[src/pla_pkg.sv]
// Shared types, constants and helpers for the piecewise-linear advection block.
package pla_pkg;

  localparam int VALUE_WIDTH = 32;
  localparam int CFG_WIDTH   = 16;
  localparam int WIDE_W      = 64;
  localparam int MAG_W       = 62;
  localparam int FRAC_BITS   = 16;
  localparam int FILL_W      = 3;

  typedef logic signed [WIDE_W-1:0] wide_t;

  // Intermediates saturate to +-(2^62 - 1)
  localparam wide_t WIDE_LIM     = {{(WIDE_W-MAG_W){1'b0}}, {MAG_W{1'b1}}};
  localparam wide_t NEG_WIDE_LIM = -WIDE_LIM;
  localparam wide_t ONE_Q        = {{(WIDE_W-FRAC_BITS-1){1'b0}}, 1'b1, {FRAC_BITS{1'b0}}};

  localparam logic [FILL_W-1:0] FILL_FULL = FILL_W'(4);

  typedef struct packed {
    logic signed [VALUE_WIDTH-1:0] q_value;
    logic signed [VALUE_WIDTH-1:0] velocity;
    logic                          row_start;
    logic                          row_end;
  } pla_in_t;

  typedef struct packed {
    logic signed [VALUE_WIDTH-1:0] q_next;
    logic                          last;
  } pla_out_t;

  typedef enum logic [3:0] {
    SQ_IDLE,
    SQ_COUR,
    SQ_DQ_SUB,
    SQ_DQ_HALF,
    SQ_T_SUB,
    SQ_T_HALF,
    SQ_CORR,
    SQ_UP,
    SQ_FLUX,
    SQ_M1,
    SQ_DU,
    SQ_DIV,
    SQ_R1,
    SQ_R2,
    SQ_R3,
    SQ_OUT
  } seq_state_e;

  function automatic wide_t sext_value(logic [VALUE_WIDTH-1:0] v);
    return {{(WIDE_W-VALUE_WIDTH){v[VALUE_WIDTH-1]}}, v};
  endfunction

endpackage

[src/pla_qmul.sv]
// Multi-cycle saturating 64-bit Q48.16 multiplier built on one 32x32 partial-product multiplier.
module pla_qmul (
  input  logic                  clk_i,
  input  logic                  rst_ni,
  input  logic                  start_i,
  input  logic                  abs_i,
  input  pla_pkg::wide_t        a_i,
  input  pla_pkg::wide_t        b_i,
  output logic                  done_o,
  output pla_pkg::wide_t        y_o
);

  localparam int HALF_W  = 32;
  localparam int PROD_W  = 2 * HALF_W;
  localparam int ACC_W   = PROD_W + 2;
  localparam int LO_W    = HALF_W - pla_pkg::FRAC_BITS;
  localparam int HI_KEEP = pla_pkg::MAG_W + pla_pkg::FRAC_BITS - PROD_W;

  localparam logic [2:0] STEP_LL  = 3'd0;
  localparam logic [2:0] STEP_LH  = 3'd1;
  localparam logic [2:0] STEP_HL  = 3'd2;
  localparam logic [2:0] STEP_HH  = 3'd3;
  localparam logic [2:0] STEP_FIN = 3'd4;

  logic                       busy_q;
  logic                       done_q;
  logic [2:0]                 step_q;
  logic                       neg_q;
  logic [pla_pkg::MAG_W-1:0]  ma_q, mb_q;
  logic [pla_pkg::MAG_W-1:0]  ma_abs, mb_abs;
  pla_pkg::wide_t             a_neg, b_neg;
  logic [ACC_W-1:0]           acc_q;
  logic [HALF_W-1:0]          mid_q;
  logic [LO_W-1:0]            lo_q;
  logic [HALF_W-1:0]          ah, bh;
  logic [PROD_W-1:0]          pp;
  logic [ACC_W-1:0]           sum;
  logic [pla_pkg::MAG_W-1:0]  res;
  pla_pkg::wide_t             res_w;
  logic                       sat;
  pla_pkg::wide_t             y_q;

  always_comb begin
    a_neg  = -a_i;
    b_neg  = -b_i;
    ma_abs = a_i[pla_pkg::WIDE_W-1] ? a_neg[pla_pkg::MAG_W-1:0] : a_i[pla_pkg::MAG_W-1:0];
    mb_abs = b_i[pla_pkg::WIDE_W-1] ? b_neg[pla_pkg::MAG_W-1:0] : b_i[pla_pkg::MAG_W-1:0];
  end

  // step bit 1 picks the high half of a, step bit 0 the high half of b
  always_comb begin
    ah    = step_q[1] ? HALF_W'(ma_q[pla_pkg::MAG_W-1:HALF_W]) : ma_q[HALF_W-1:0];
    bh    = step_q[0] ? HALF_W'(mb_q[pla_pkg::MAG_W-1:HALF_W]) : mb_q[HALF_W-1:0];
    pp    = PROD_W'(ah) * PROD_W'(bh);
    sum   = acc_q + ACC_W'(pp);
    res   = {acc_q[HI_KEEP-1:0], mid_q, lo_q};
    res_w = pla_pkg::wide_t'({{(pla_pkg::WIDE_W-pla_pkg::MAG_W){1'b0}}, res});
    sat   = |acc_q[ACC_W-1:HI_KEEP];
  end

  always_ff @(posedge clk_i or negedge rst_ni) begin
    if (!rst_ni) begin
      busy_q <= 1'b0;
      done_q <= 1'b0;
      step_q <= STEP_LL;
    end else begin
      done_q <= 1'b0;
      if (start_i && !busy_q) begin
        busy_q <= 1'b1;
        step_q <= STEP_LL;
      end else if (busy_q) begin
        if (step_q == STEP_FIN) begin
          busy_q <= 1'b0;
          done_q <= 1'b1;
        end else begin
          step_q <= step_q + 3'd1;
        end
      end
    end
  end

  always_ff @(posedge clk_i) begin
    if (start_i && !busy_q) begin
      ma_q  <= ma_abs;
      mb_q  <= mb_abs;
      neg_q <= abs_i ? 1'b0 : (a_i[pla_pkg::WIDE_W-1] ^ b_i[pla_pkg::WIDE_W-1]);
    end else if (busy_q) begin
      case (step_q)
        STEP_LL: begin
          lo_q  <= pp[HALF_W-1:pla_pkg::FRAC_BITS];
          acc_q <= ACC_W'(pp[PROD_W-1:HALF_W]);
        end
        STEP_LH: begin
          acc_q <= sum;
        end
        STEP_HL: begin
          mid_q <= sum[HALF_W-1:0];
          acc_q <= ACC_W'(sum[ACC_W-1:HALF_W]);
        end
        STEP_HH: begin
          acc_q <= sum;
        end
        STEP_FIN: begin
          if (sat) begin
            y_q <= neg_q ? pla_pkg::NEG_WIDE_LIM : pla_pkg::WIDE_LIM;
          end else begin
            y_q <= neg_q ? -res_w : res_w;
          end
        end
        default: ;
      endcase
    end
  end

  assign done_o = done_q;
  assign y_o    = y_q;

endmodule

[src/piecewise_linear_advection_1d.sv]
// Top level: 1-D upwind piecewise-linear advection over a streamed row.
//
//   channel  | handshake                     | payload
//   ---------+-------------------------------+-------------------------
//   config   | cfg_we_i                      | cfg_wdata_i (dt/dx Q0.16)
//   input    | in_valid_i / in_ready_o       | in_data_i  (pla_in_t)
//   output   | out_valid_o / out_ready_i     | out_data_o (pla_out_t)
//
// A point that only fills the window is taken without leaving the idle state.
// A point that yields a result takes eight products through the one shared
// multiplier, fourteen saturating add steps and a load of the output register
// before it is offered; the next point is taken only once the sequencer is
// back in idle.
// The output register frees the sequencer while a result waits; a stall on
// the output holds the sequencer only when a second result is ready.
// Reset clears the window fill count, dt/dx, the sequencer and the output valid flag.
module piecewise_linear_advection_1d (
  input  logic                              clk_i,
  input  logic                              rst_ni,
  input  logic                              cfg_we_i,
  input  logic [pla_pkg::CFG_WIDTH-1:0]     cfg_wdata_i,
  input  logic                              in_valid_i,
  output logic                              in_ready_o,
  input  pla_pkg::pla_in_t                  in_data_i,
  output logic                              out_valid_o,
  input  logic                              out_ready_i,
  output pla_pkg::pla_out_t                 out_data_o
);

  localparam int WW = pla_pkg::WIDE_W;
  localparam int VW = pla_pkg::VALUE_WIDTH;

  localparam logic signed [WW:0] LIM_EXT     = (WW+1)'(pla_pkg::WIDE_LIM);
  localparam logic signed [WW:0] NEG_LIM_EXT = -LIM_EXT;

  pla_pkg::seq_state_e              state_q, state_d;
  logic [pla_pkg::CFG_WIDTH-1:0]    dt_q;
  logic [pla_pkg::FILL_W-1:0]       fill_q, fill_eff, fill_d;
  logic                             win_full;
  logic                             in_acc;
  logic [VW-1:0]                    qh_q [4];
  logic [VW-1:0]                    uh_q [2];
  pla_pkg::wide_t                   qm2_q, qm1_q, q0_q, qp1_q, qp2_q, ul_q, ur_q;
  logic                             last_q;
  logic                             face_q;
  logic                             issued_q;
  pla_pkg::wide_t                   cour_q, dq_q, tmp_q, fl_q, fr_q;
  pla_pkg::wide_t                   fv, fa, fb, fc, fd;
  logic                             fneg;
  pla_pkg::wide_t                   rate_w;
  pla_pkg::wide_t                   alu_x, alu_y, alu_y_inv, alu_clamp, alu_res;
  logic                             alu_sub, alu_half;
  logic signed [WW:0]               alu_sum;
  logic                             mul_start, mul_abs, mul_done, is_mul;
  pla_pkg::wide_t                   mul_a, mul_b, mul_y;
  logic                             out_valid_q, out_load;
  pla_pkg::pla_out_t                out_q;
  logic [WW-VW:0]                   res_upper;
  logic [VW-1:0]                    res_sat;

  assign in_ready_o = (state_q == pla_pkg::SQ_IDLE);
  assign in_acc     = in_valid_i && in_ready_o;

  always_comb begin
    fill_eff = in_data_i.row_start ? '0 : fill_q;
    win_full = (fill_eff == pla_pkg::FILL_FULL);
    if (in_data_i.row_end) begin
      fill_d = '0;
    end else if (win_full) begin
      fill_d = pla_pkg::FILL_FULL;
    end else begin
      fill_d = fill_eff + pla_pkg::FILL_W'(1);
    end
  end

  // stencil for the face being worked on: left face first, then right
  always_comb begin
    fv   = face_q ? ur_q  : ul_q;
    fa   = face_q ? qm1_q : qm2_q;
    fb   = face_q ? q0_q  : qm1_q;
    fc   = face_q ? qp1_q : q0_q;
    fd   = face_q ? qp2_q : qp1_q;
    fneg = fv[WW-1];
  end

  assign rate_w = pla_pkg::wide_t'({{(WW-pla_pkg::CFG_WIDTH){1'b0}}, dt_q});

  // shared saturating adder; half mode adds the sign bit then shifts (rounds toward zero)
  always_comb begin
    alu_y_inv = alu_sub ? ~alu_y : alu_y;
    alu_sum   = $signed({alu_x[WW-1], alu_x}) + $signed({alu_y_inv[WW-1], alu_y_inv})
              + $signed({{WW{1'b0}}, alu_sub});
    if (alu_sum > LIM_EXT) begin
      alu_clamp = pla_pkg::WIDE_LIM;
    end else if (alu_sum < NEG_LIM_EXT) begin
      alu_clamp = pla_pkg::NEG_WIDE_LIM;
    end else begin
      alu_clamp = alu_sum[WW-1:0];
    end
    alu_res = alu_half ? (alu_clamp >>> 1) : alu_clamp;
  end

  pla_qmul u_qmul (
    .clk_i   (clk_i),
    .rst_ni  (rst_ni),
    .start_i (mul_start),
    .abs_i   (mul_abs),
    .a_i     (mul_a),
    .b_i     (mul_b),
    .done_o  (mul_done),
    .y_o     (mul_y)
  );

  // sequencer outputs
  always_comb begin
    alu_x    = '0;
    alu_y    = '0;
    alu_sub  = 1'b0;
    alu_half = 1'b0;
    mul_a    = '0;
    mul_b    = '0;
    mul_abs  = 1'b0;
    is_mul   = state_q inside {pla_pkg::SQ_COUR, pla_pkg::SQ_CORR, pla_pkg::SQ_FLUX,
                               pla_pkg::SQ_M1, pla_pkg::SQ_DIV};
    mul_start = is_mul && !issued_q;
    out_load  = (state_q == pla_pkg::SQ_OUT) && (!out_valid_q || out_ready_i);
    case (state_q)
      pla_pkg::SQ_COUR: begin
        mul_a   = fv;
        mul_b   = rate_w;
        mul_abs = 1'b1;
      end
      pla_pkg::SQ_DQ_SUB: begin
        alu_x   = fneg ? fd : fc;
        alu_y   = fneg ? fb : fa;
        alu_sub = 1'b1;
      end
      pla_pkg::SQ_DQ_HALF, pla_pkg::SQ_T_HALF: begin
        alu_x    = tmp_q;
        alu_y    = {{(WW-1){1'b0}}, tmp_q[WW-1]};
        alu_half = 1'b1;
      end
      pla_pkg::SQ_T_SUB: begin
        alu_x   = pla_pkg::ONE_Q;
        alu_y   = cour_q;
        alu_sub = 1'b1;
      end
      pla_pkg::SQ_CORR: begin
        mul_a = tmp_q;
        mul_b = dq_q;
      end
      pla_pkg::SQ_UP: begin
        if (fneg) begin
          alu_x   = tmp_q;
          alu_y   = fc;
          alu_sub = 1'b1;
        end else begin
          alu_x = fb;
          alu_y = tmp_q;
        end
      end
      pla_pkg::SQ_FLUX, pla_pkg::SQ_DIV: begin
        mul_a = cour_q;
        mul_b = tmp_q;
      end
      pla_pkg::SQ_M1: begin
        mul_a = rate_w;
        mul_b = q0_q;
      end
      pla_pkg::SQ_DU: begin
        alu_x   = ur_q;
        alu_y   = ul_q;
        alu_sub = 1'b1;
      end
      pla_pkg::SQ_R1: begin
        alu_x   = fr_q;
        alu_y   = fl_q;
        alu_sub = 1'b1;
      end
      pla_pkg::SQ_R2: begin
        alu_x   = q0_q;
        alu_y   = tmp_q;
        alu_sub = 1'b1;
      end
      pla_pkg::SQ_R3: begin
        alu_x = tmp_q;
        alu_y = dq_q;
      end
      default: ;
    endcase
  end

  // sequencer next state
  always_comb begin
    state_d = state_q;
    case (state_q)
      pla_pkg::SQ_IDLE:    if (in_acc && win_full) state_d = pla_pkg::SQ_COUR;
      pla_pkg::SQ_COUR:    if (mul_done) state_d = pla_pkg::SQ_DQ_SUB;
      pla_pkg::SQ_DQ_SUB:  state_d = pla_pkg::SQ_DQ_HALF;
      pla_pkg::SQ_DQ_HALF: state_d = pla_pkg::SQ_T_SUB;
      pla_pkg::SQ_T_SUB:   state_d = pla_pkg::SQ_T_HALF;
      pla_pkg::SQ_T_HALF:  state_d = pla_pkg::SQ_CORR;
      pla_pkg::SQ_CORR:    if (mul_done) state_d = pla_pkg::SQ_UP;
      pla_pkg::SQ_UP:      state_d = pla_pkg::SQ_FLUX;
      pla_pkg::SQ_FLUX: begin
        if (mul_done) state_d = face_q ? pla_pkg::SQ_M1 : pla_pkg::SQ_COUR;
      end
      pla_pkg::SQ_M1:      if (mul_done) state_d = pla_pkg::SQ_DU;
      pla_pkg::SQ_DU:      state_d = pla_pkg::SQ_DIV;
      pla_pkg::SQ_DIV:     if (mul_done) state_d = pla_pkg::SQ_R1;
      pla_pkg::SQ_R1:      state_d = pla_pkg::SQ_R2;
      pla_pkg::SQ_R2:      state_d = pla_pkg::SQ_R3;
      pla_pkg::SQ_R3:      state_d = pla_pkg::SQ_OUT;
      pla_pkg::SQ_OUT:     if (out_load) state_d = pla_pkg::SQ_IDLE;
      default:             state_d = pla_pkg::SQ_IDLE;
    endcase
  end

  always_ff @(posedge clk_i or negedge rst_ni) begin
    if (!rst_ni) begin
      state_q     <= pla_pkg::SQ_IDLE;
      dt_q        <= '0;
      fill_q      <= '0;
      face_q      <= 1'b0;
      issued_q    <= 1'b0;
      out_valid_q <= 1'b0;
    end else begin
      state_q <= state_d;
      if (cfg_we_i) dt_q <= cfg_wdata_i;
      if (in_acc) fill_q <= fill_d;
      if (in_acc) begin
        face_q <= 1'b0;
      end else if (state_q == pla_pkg::SQ_FLUX && mul_done) begin
        face_q <= 1'b1;
      end
      if (mul_start) begin
        issued_q <= 1'b1;
      end else if (mul_done) begin
        issued_q <= 1'b0;
      end
      if (out_load) begin
        out_valid_q <= 1'b1;
      end else if (out_ready_i) begin
        out_valid_q <= 1'b0;
      end
    end
  end

  // final saturation to the value width
  always_comb begin
    res_upper = tmp_q[WW-1:VW-1];
    if ((&res_upper) || !(|res_upper)) begin
      res_sat = tmp_q[VW-1:0];
    end else begin
      res_sat = tmp_q[WW-1] ? {1'b1, {(VW-1){1'b0}}} : {1'b0, {(VW-1){1'b1}}};
    end
  end

  always_ff @(posedge clk_i) begin
    if (in_acc) begin
      // window captured before the history shifts, newest point as qp2
      qm2_q   <= pla_pkg::sext_value(qh_q[3]);
      qm1_q   <= pla_pkg::sext_value(qh_q[2]);
      q0_q    <= pla_pkg::sext_value(qh_q[1]);
      qp1_q   <= pla_pkg::sext_value(qh_q[0]);
      qp2_q   <= pla_pkg::sext_value(in_data_i.q_value);
      ul_q    <= pla_pkg::sext_value(uh_q[1]);
      ur_q    <= pla_pkg::sext_value(uh_q[0]);
      last_q  <= in_data_i.row_end;
      qh_q[3] <= qh_q[2];
      qh_q[2] <= qh_q[1];
      qh_q[1] <= qh_q[0];
      qh_q[0] <= in_data_i.q_value;
      uh_q[1] <= uh_q[0];
      uh_q[0] <= in_data_i.velocity;
    end
    case (state_q)
      pla_pkg::SQ_COUR, pla_pkg::SQ_M1: if (mul_done) cour_q <= mul_y;
      pla_pkg::SQ_DQ_HALF:              dq_q <= alu_res;
      pla_pkg::SQ_DIV:                  if (mul_done) dq_q <= mul_y;
      pla_pkg::SQ_CORR:                 if (mul_done) tmp_q <= mul_y;
      pla_pkg::SQ_FLUX: begin
        if (mul_done) begin
          if (face_q) begin
            fr_q <= mul_y;
          end else begin
            fl_q <= mul_y;
          end
        end
      end
      pla_pkg::SQ_DQ_SUB, pla_pkg::SQ_T_SUB, pla_pkg::SQ_T_HALF, pla_pkg::SQ_UP,
      pla_pkg::SQ_DU, pla_pkg::SQ_R1, pla_pkg::SQ_R2, pla_pkg::SQ_R3: begin
        tmp_q <= alu_res;
      end
      pla_pkg::SQ_OUT: begin
        if (out_load) begin
          out_q.q_next <= res_sat;
          out_q.last   <= last_q;
        end
      end
      default: ;
    endcase
  end

  assign out_valid_o = out_valid_q;
  assign out_data_o  = out_q;

endmodule
[config.mk]
export PLATFORM = sky130hd
export DESIGN_NAME = piecewise_linear_advection_1d
export DESIGN_NICKNAME = d
export VERILOG_FILES = /design/src/pla_pkg.sv /design/src/pla_qmul.sv /design/src/piecewise_linear_advection_1d.sv
export SDC_FILE = /design/constraint.sdc
export NUM_CORES = 2
export LEC_CHECK = 0
export BUFFER_PORTS_ARGS = -buffer_cell sky130_fd_sc_hd__buf_2
export CORE_UTILIZATION = 60
export DETAILED_ROUTE_END_ITERATION = 10
export PLACE_DENSITY = 0.76
export SYNTH_ARGS = -nofsm -noshare
export SYNTH_HDL_FRONTEND = slang
export SYNTH_SLANG_ARGS = --single-unit
[constraint.sdc]
create_clock -name clk_i -period 29.9 [get_ports clk_i]
set_clock_uncertainty 0.05 [all_clocks]
set_input_delay 5.98 -clock clk_i [delete_from_list [all_inputs] [get_ports clk_i]]
set_output_delay 5.98 -clock clk_i [all_outputs]
set_load 0.02 [all_outputs]
# Yosys cells after proc, flatten, opt, wreduce, memory -nomap -nowiden
# Memory sizes are Yosys's and may differ from the RTL's. A register that Yosys moved wholly into a read port is not among the register bits.
# Index checks and enable logic that the tools add are counted.
[word_totals] mem_count=2 ff_bits=848 wordCells=181 out_inout_bits=35 mem_bits_rw=192
[memory_table] name="qh_q" depth=4 width=32 read_ports=4 rd_ports_with_merged_regs=1 wr=4 line_no="piecewise_linear_advection_1d.sv:41" text="logic [VW-1:0] qh_q [4];"
[memory_table] name="uh_q" depth=2 width=32 read_ports=2 rd_ports_with_merged_regs=1 wr=2 line_no="piecewise_linear_advection_1d.sv:42" text="logic [VW-1:0] uh_q [2];"
[classes] addsub=8 order_cmp=2 n_bitwise=4 n_eq_ne=28 muxes=63 mul=1 reduce_logical=44
[ops] op="$mux W64" count=16
[ops] op="$pmux W64 S4" count=2
[ops] op="$pmux W64 S8" count=1
[ops] op="$pmux W64 S7" count=1
[ops] op="$pmux W64 S2" count=2
[ops] op="$pmux W66 S3" count=1
[ops] op="$mux W32" count=4
[ops] op="$mux W62" count=2
[ops] op="$neg A62 Y62" count=2
[ops] op="$add A66 B64 Y66" count=1
[ops] op="$add A64 B64 Y65" count=1
[ops] op="$add A65 B2 Y65" count=1
[ops] op="$gt A65 B63 Y1 const B" count=1
[ops] op="$lt A65 B63 Y1 const B" count=1
[ops] op="$mul A32 B32 Y64" count=1
[ops] op="$neg A62 Y64" count=1
[ops] op="$not A64 Y64" count=1
[ops] op="$pmux W4 S16" count=1
[ops] op="$mux W63" count=1
[ops] op="$reduce_or A52 Y1" count=1
[ops] op="$reduce_and A33 Y1" count=1
[ops] op="$reduce_or A33 Y1" count=1
[ops] op="$eq A4 B4 Y1 const B" count=8
[ops] op="$mux W4" count=8
[ops] op="29 further kinds" count=90

# Logic depth before layout (Yosys ltp)
[depth] ltp_word=12 mapped_depth=46

# Modules after synthesis
# A second synthesis with hierarchy kept.
[hier_totals] hier_cells=8939 hier_area_um2=88533.7
[modules_own_cells] module="pla_qmul" area_each_um2=52044.9 cells_per_inst=5667 seq_area_each_um2=9223.8 n_inst=1
[modules_own_cells] module="piecewise_linear_advection_1d" area_each_um2=36488.7 cells_per_inst=3272 seq_area_each_um2=18968.2 n_inst=1

# Worst setup path after synthesis
# OpenSTA, ideal clock, no wires.
[synth_path] path_kind="flip-flop to flip-flop" from="reg state_q[0]" to="reg u_qmul.step_q[1]" slack_ns=17.501 path_buffers=10 arrival_time_ns=11.836 stages_incl_launch_ff=15 required_time_ns=29.337 cell_sequence="dfrtp_1 > buf_4 > buf_4 > nor4bb_1 > buf_2 > buf_6 > buf_2 > buf_6 > buf_2 > buf_2 > buf_1 > buf_2 > nor2_1 > nor3_1 > o21ai_0"
[synth_between] elab_chain_cells=6
[synth_lines] item="start, declared" line_no="piecewise_linear_advection_1d.sv:36" text="pla_pkg::seq_state_e state_q, state_d;"
[synth_lines] item="start signal, assigned" line_no="piecewise_linear_advection_1d.sv:221" text="state_q <= pla_pkg::SQ_IDLE;"
[synth_lines] item="start signal, assigned" line_no="piecewise_linear_advection_1d.sv:228" text="state_q <= state_d;"
[synth_lines] item="$eq A4 B1 Y1 (tied with other cells)" line_no="piecewise_linear_advection_1d.sv:123" text="is_mul = state_q inside {pla_pkg::SQ_COUR, pla_pkg::SQ_CORR, pla_pkg::SQ_FLUX,"
[synth_lines] item="$reduce_bool A5 Y1 *" line_no="piecewise_linear_advection_1d.sv:123"
[synth_lines] item="$logic_and A1 B1 Y1 *" line_no="piecewise_linear_advection_1d.sv:125" text="mul_start = is_mul && !issued_q;"
[synth_lines] item="$logic_and A1 B1 Y1 *" line_no="pla_qmul.sv:68" text="if (start_i && !busy_q) begin"
[synth_lines] item="$ne A2 B1 Y1 (no line) or $reduce_bool A2 Y1 (tied branches)"
[synth_lines] item="$reduce_and A2 Y1 (no line)"
[synth_lines] item="end signal, assigned" line_no="pla_qmul.sv:76" text="step_q <= step_q + 3'd1;"
[synth_lines] item="end, declared" line_no="pla_qmul.sv:27" text="logic [2:0] step_q;"
# Every way passes the cells marked *; elsewhere a longest branch is shown, timed or not.
# A chain may end at the register's enable or synchronous reset.

# Worst setup path in the final report
[layout_path] from="reg u_qmul.step_q[1]" to="reg u_qmul.acc_q[32], data pin"
[layout_between] elab_chain_cells=4
[layout_lines] item="$mux W32" line_no="pla_qmul.sv:52" text="ah = step_q[1] ? HALF_W'(ma_q[pla_pkg::MAG_W-1:HALF_W]) : ma_q[HALF_W-1:0];"
[layout_lines] item="$mul A32 B32 Y64" line_no="pla_qmul.sv:54" text="pp = PROD_W'(ah) * PROD_W'(bh);"
[layout_lines] item="$add A66 B64 Y66" line_no="pla_qmul.sv:55" text="sum = acc_q + ACC_W'(pp);"
[layout_lines] item="$pmux W66 S3 *" line_no="pla_qmul.sv:88" text="case (step_q)"
[layout_lines] item="end signal, assigned" line_no="pla_qmul.sv:91" text="acc_q <= ACC_W'(pp[PROD_W-1:HALF_W]);"
[layout_lines] item="end signal, assigned" line_no="pla_qmul.sv:94" text="acc_q <= sum;"
[layout_lines] item="end signal, assigned" line_no="pla_qmul.sv:98" text="acc_q <= ACC_W'(sum[ACC_W-1:HALF_W]);"
[layout_lines] item="end, declared" line_no="pla_qmul.sv:32" text="logic [ACC_W-1:0] acc_q;"
# Marked as above.

==> flow_metrics.tcl <==
set metrics [dict create \
    fill_cells 11500 \
    cp_common_cell "fa_1" \
    critPathArrivalTime_ns 14.53 \
    grt-busiest-layer "met2" \
    regToRegEndpoint "u_qmul.acc_q[32]" \
    worst-slew-pin-transition_ns 1.62 \
    synth_enable_flop_cells 913 \
    grt.total_usage_pct 44.0 \
    synthCells 8649 \
    status "finished with violations" \
    syn_to_final_growth_pct 6.98 \
    fin_crit_sh_pct 47.1 \
    drive_gt1_share_pct 10.3 \
    dr.pass1.iters 8 \
    r2r_slack_ns 15.82 \
    cts_sinks 944 \
    synthTopCellsByArea "edfxtp_1 31%, fa_1 21%, ha_1 5.7%" \
    routed-via-count 72200 \
    grt_max_degree 116 \
    drcViolationCount 0 \
    ios 122 \
    cts_resized 0 \
    worstSkewPairLatency_ns 0.78 \
    endpoint "u_qmul.acc_q[32]" \
    final_antenna_net_count 0 \
    grt_pass1_vias 70300 \
    cap_violations 1 \
    timing.rr.start "u_qmul.step_q[1]" \
    hold_viol 0 \
    cts_tree "yes" \
    critPathKind "flip-flop to flip-flop" \
    critPathTopFamily "adder cells" \
    cp_max_fo 42 \
    clkPwrFrac_pct 47.9 \
    core_um2 144000 \
    yosysTopAreaCellShare_pct 31.3 \
    r2r_cells 39 \
    finalCriticalPeriod_ns 14.08 \
    fin_nets 9935 \
    start_util_pct 60.7 \
    drt_iter0_markers 11300 \
    routed_wirelength_mm 325 \
    multi_input_area_um2 54100 \
    die_h_um 384 \
    cp_num_buf_inv 5 \
    combPwrFrac_pct 0.8 \
    final-max-slew-violation-count 4 \
    seqCellArea_um2 28200 \
    violations "capacitance limit, slew limit" \
    fin_tns_setup_ns 0 \
    synthDistinctLibCells 107 \
    internal_power_mw 2.21 \
    startpoint "u_qmul.step_q[1]" \
    syn_nets 10000 \
    place_hpwl_mm 243 \
    fin_area_um2 93800 \
    p_seq_share_pct 51.3 \
    rsz0062_at_grt "no" \
    ctsHtreeMaxLevel 3 \
    startpoint_type "flip-flop" \
    clock_path_buffers 3 \
    fmax_mhz 71.0 \
    clk_pin_slew_ns 0.07 \
    fp.dieW_um 384 \
    cp_slowest_cell "mux2i_4" \
    path_depth 39 \
    syn_avg_cell_area_um2 10.1 \
    fp-row-count 139 \
    die_area_um2 148000 \
    grtUsageMet2_pct 62.5 \
    layout_common_cells "988 x inv_1, 943 x nand2_1, 913 x edfxtp_1" \
    avgViaCountPerCell 6.84 \
    synth_top_flop_cell "edfxtp_1" \
    leakagePower_nw 40.9 \
    critPathMaxStageDelay_ns 0.98 \
    finalSetupViolCount 0 \
    wl_per_cell_um 30.8 \
    placed_area_um2 90300 \
    grtUsageMet3_pct 16.2 \
    antenna_found_initial 20 \
    final_common_cell "inv_1" \
    critPathCaptureType "flip-flop" \
    min_path_type "flip-flop to flip-flop" \
    async_flop_share_pct 3.28 \
    numPortBuffers 121 \
    postCtsSetupBuffers 0 \
    p_sw_share_pct 21.1 \
    yosysTopAreaCell "edfxtp_1" \
    root_buffer "clkbuf_16" \
    place_congestion 1.04 \
    syn_area_um2 87700 \
    ir_drop_mv 0.0561 \
    yosys_register_bits 944 \
    ys_warn_count 0 \
    use_met1_pct 59.5 \
    cts_hold_buf 0 \
    grt_overflow 0 \
    grt_pass1_wl_mm 472 \
    cp.required_ns 30.35 \
    powerDensity_nw_per_um2 29.8 \
    cts_buffers 101 \
    slew_headroom_pct -8.68 \
    ys_seq_area_share_pct 32.2 \
    power_switching_uw 591 \
]
-- area by class of cell --
| class | instances | share of cell area, % |
|---|---|---|
| well taps | 1903 | 2.54 |
| multi-input cells | 6216 | 57.6 |
| inverters | 990 | 3.97 |
| clock buffers | 114 | 2.75 |
| repair buffers | 297 | 2.07 |
| clock inverters | 71 | 0.960 |
| flip-flops and latches | 944 | 30.1 |
| diodes | 10 | 0.0267 |
-- logic make-up (layout without fill, tap and decap cells) --
family	after synthesis	count (layout)	share of synthesized area, %
other cells	0	10	0
mux	475	475	5.77
compound gates	1693	1693	13.6
buf+inv	1489	1472	6.68
fa+ha+maj	1298	1298	26.2
simple gates	2397	2397	12.1
flops	944	944	32.2
xor+xnor	353	353	3.53
-- synth_stat cells (all sizes together) (11+ instances only) --
cell,count
and3,40
and4,11
o21a,28
nand4,55
nor3b,11
a21oi,421
or4,14
a222oi,87
nor4,42
o21ai,338
a211o,15
edfxtp,913
a211oi,66
a22oi,93
o41ai,18
ha,400
a31oi,47
mux2i,230
a21o,158
dfrtp,31
o31ai,31
mux2,245
clkbuf,392
buf,107
nand2b,31
nor2,830
or2,26
fa,898
nand3b,13
xnor2,201
inv,989
nor2b,75
a221oi,42
nor3,80
o211ai,18
nand3,111
and2,52
o311ai,42
xor2,152
a221o,152
o21bai,33
or3,27
nand2,946
-- layer usage --
layer  vias to the layer above  part of all wire, %  routed length [um]
li1                      29800                    -                   -
met1                     35700                   37              121000
met2                      5543                   42              135000
met3                      1037                   16               50800
met4                        18                  5.7               18500
met5                         -                0.056                 181
-- sequential cells by signal, indices dropped and copies added, names as in the netlist, 4 cells and up --
signal        cells
u_qmul.mid_q     32
dq_q             64
u_qmul.mb_q      62
tmp_q            64
out_data_o       33
ur_q             32
fl_q             64
state_q           4
qh_q            128
u_qmul.ma_q      62
qm2_q            32
u_qmul.y_o       64
u_qmul.lo_q      16
uh_q             32
fr_q             64
cour_q           64
u_qmul.acc_q     66
dt_q             16
ul_q             32
-- power groups by stage --
stage	clock [mW]	sequential (mW)	combinational, mW
2_1_floorplan	0	1.46	0.0104
6_report	1.34	1.44	0.0222
4_1_cts	1.34	1.44	0.0219
3_5_place_dp	0	1.46	0.0214
3_3_place_gp	0	1.46	0.0208
5_1_grt	1.39	1.44	0.0238
-- how the worst min path moves through the flow --
stage                 from             to  slack (ns)  cells after the start
2_1_floorplan       last_q  out_data_o[0]        0.35                      0
3_3_place_gp   uh_q[0][17]       ur_q[17]        0.35                      0
3_5_place_dp    uh_q[0][1]        ur_q[1]        0.36                      0
4_1_cts         uh_q[0][3]        ur_q[3]        0.34                      0
5_1_grt         uh_q[0][3]        ur_q[3]        0.35                      0
6_report        uh_q[0][3]        ur_q[3]        0.34                      0
-- through the flow --
step	util, %	power, mW	setup WS [ns]	std cells	hold WS, ns
final	65.0	2.80	15.82	10500	0.343
after global routing	65.0	2.85	15.28	10500	0.347
after CTS	65.0	2.80	15.65	10500	0.339
after detailed placement	62.6	1.49	15.64	10400	0.355
after global placement	62.6	1.48	15.86	10400	0.352
after floorplan	-	1.47	17.50	8649	0.350
(Power assumes the default switching activity.)
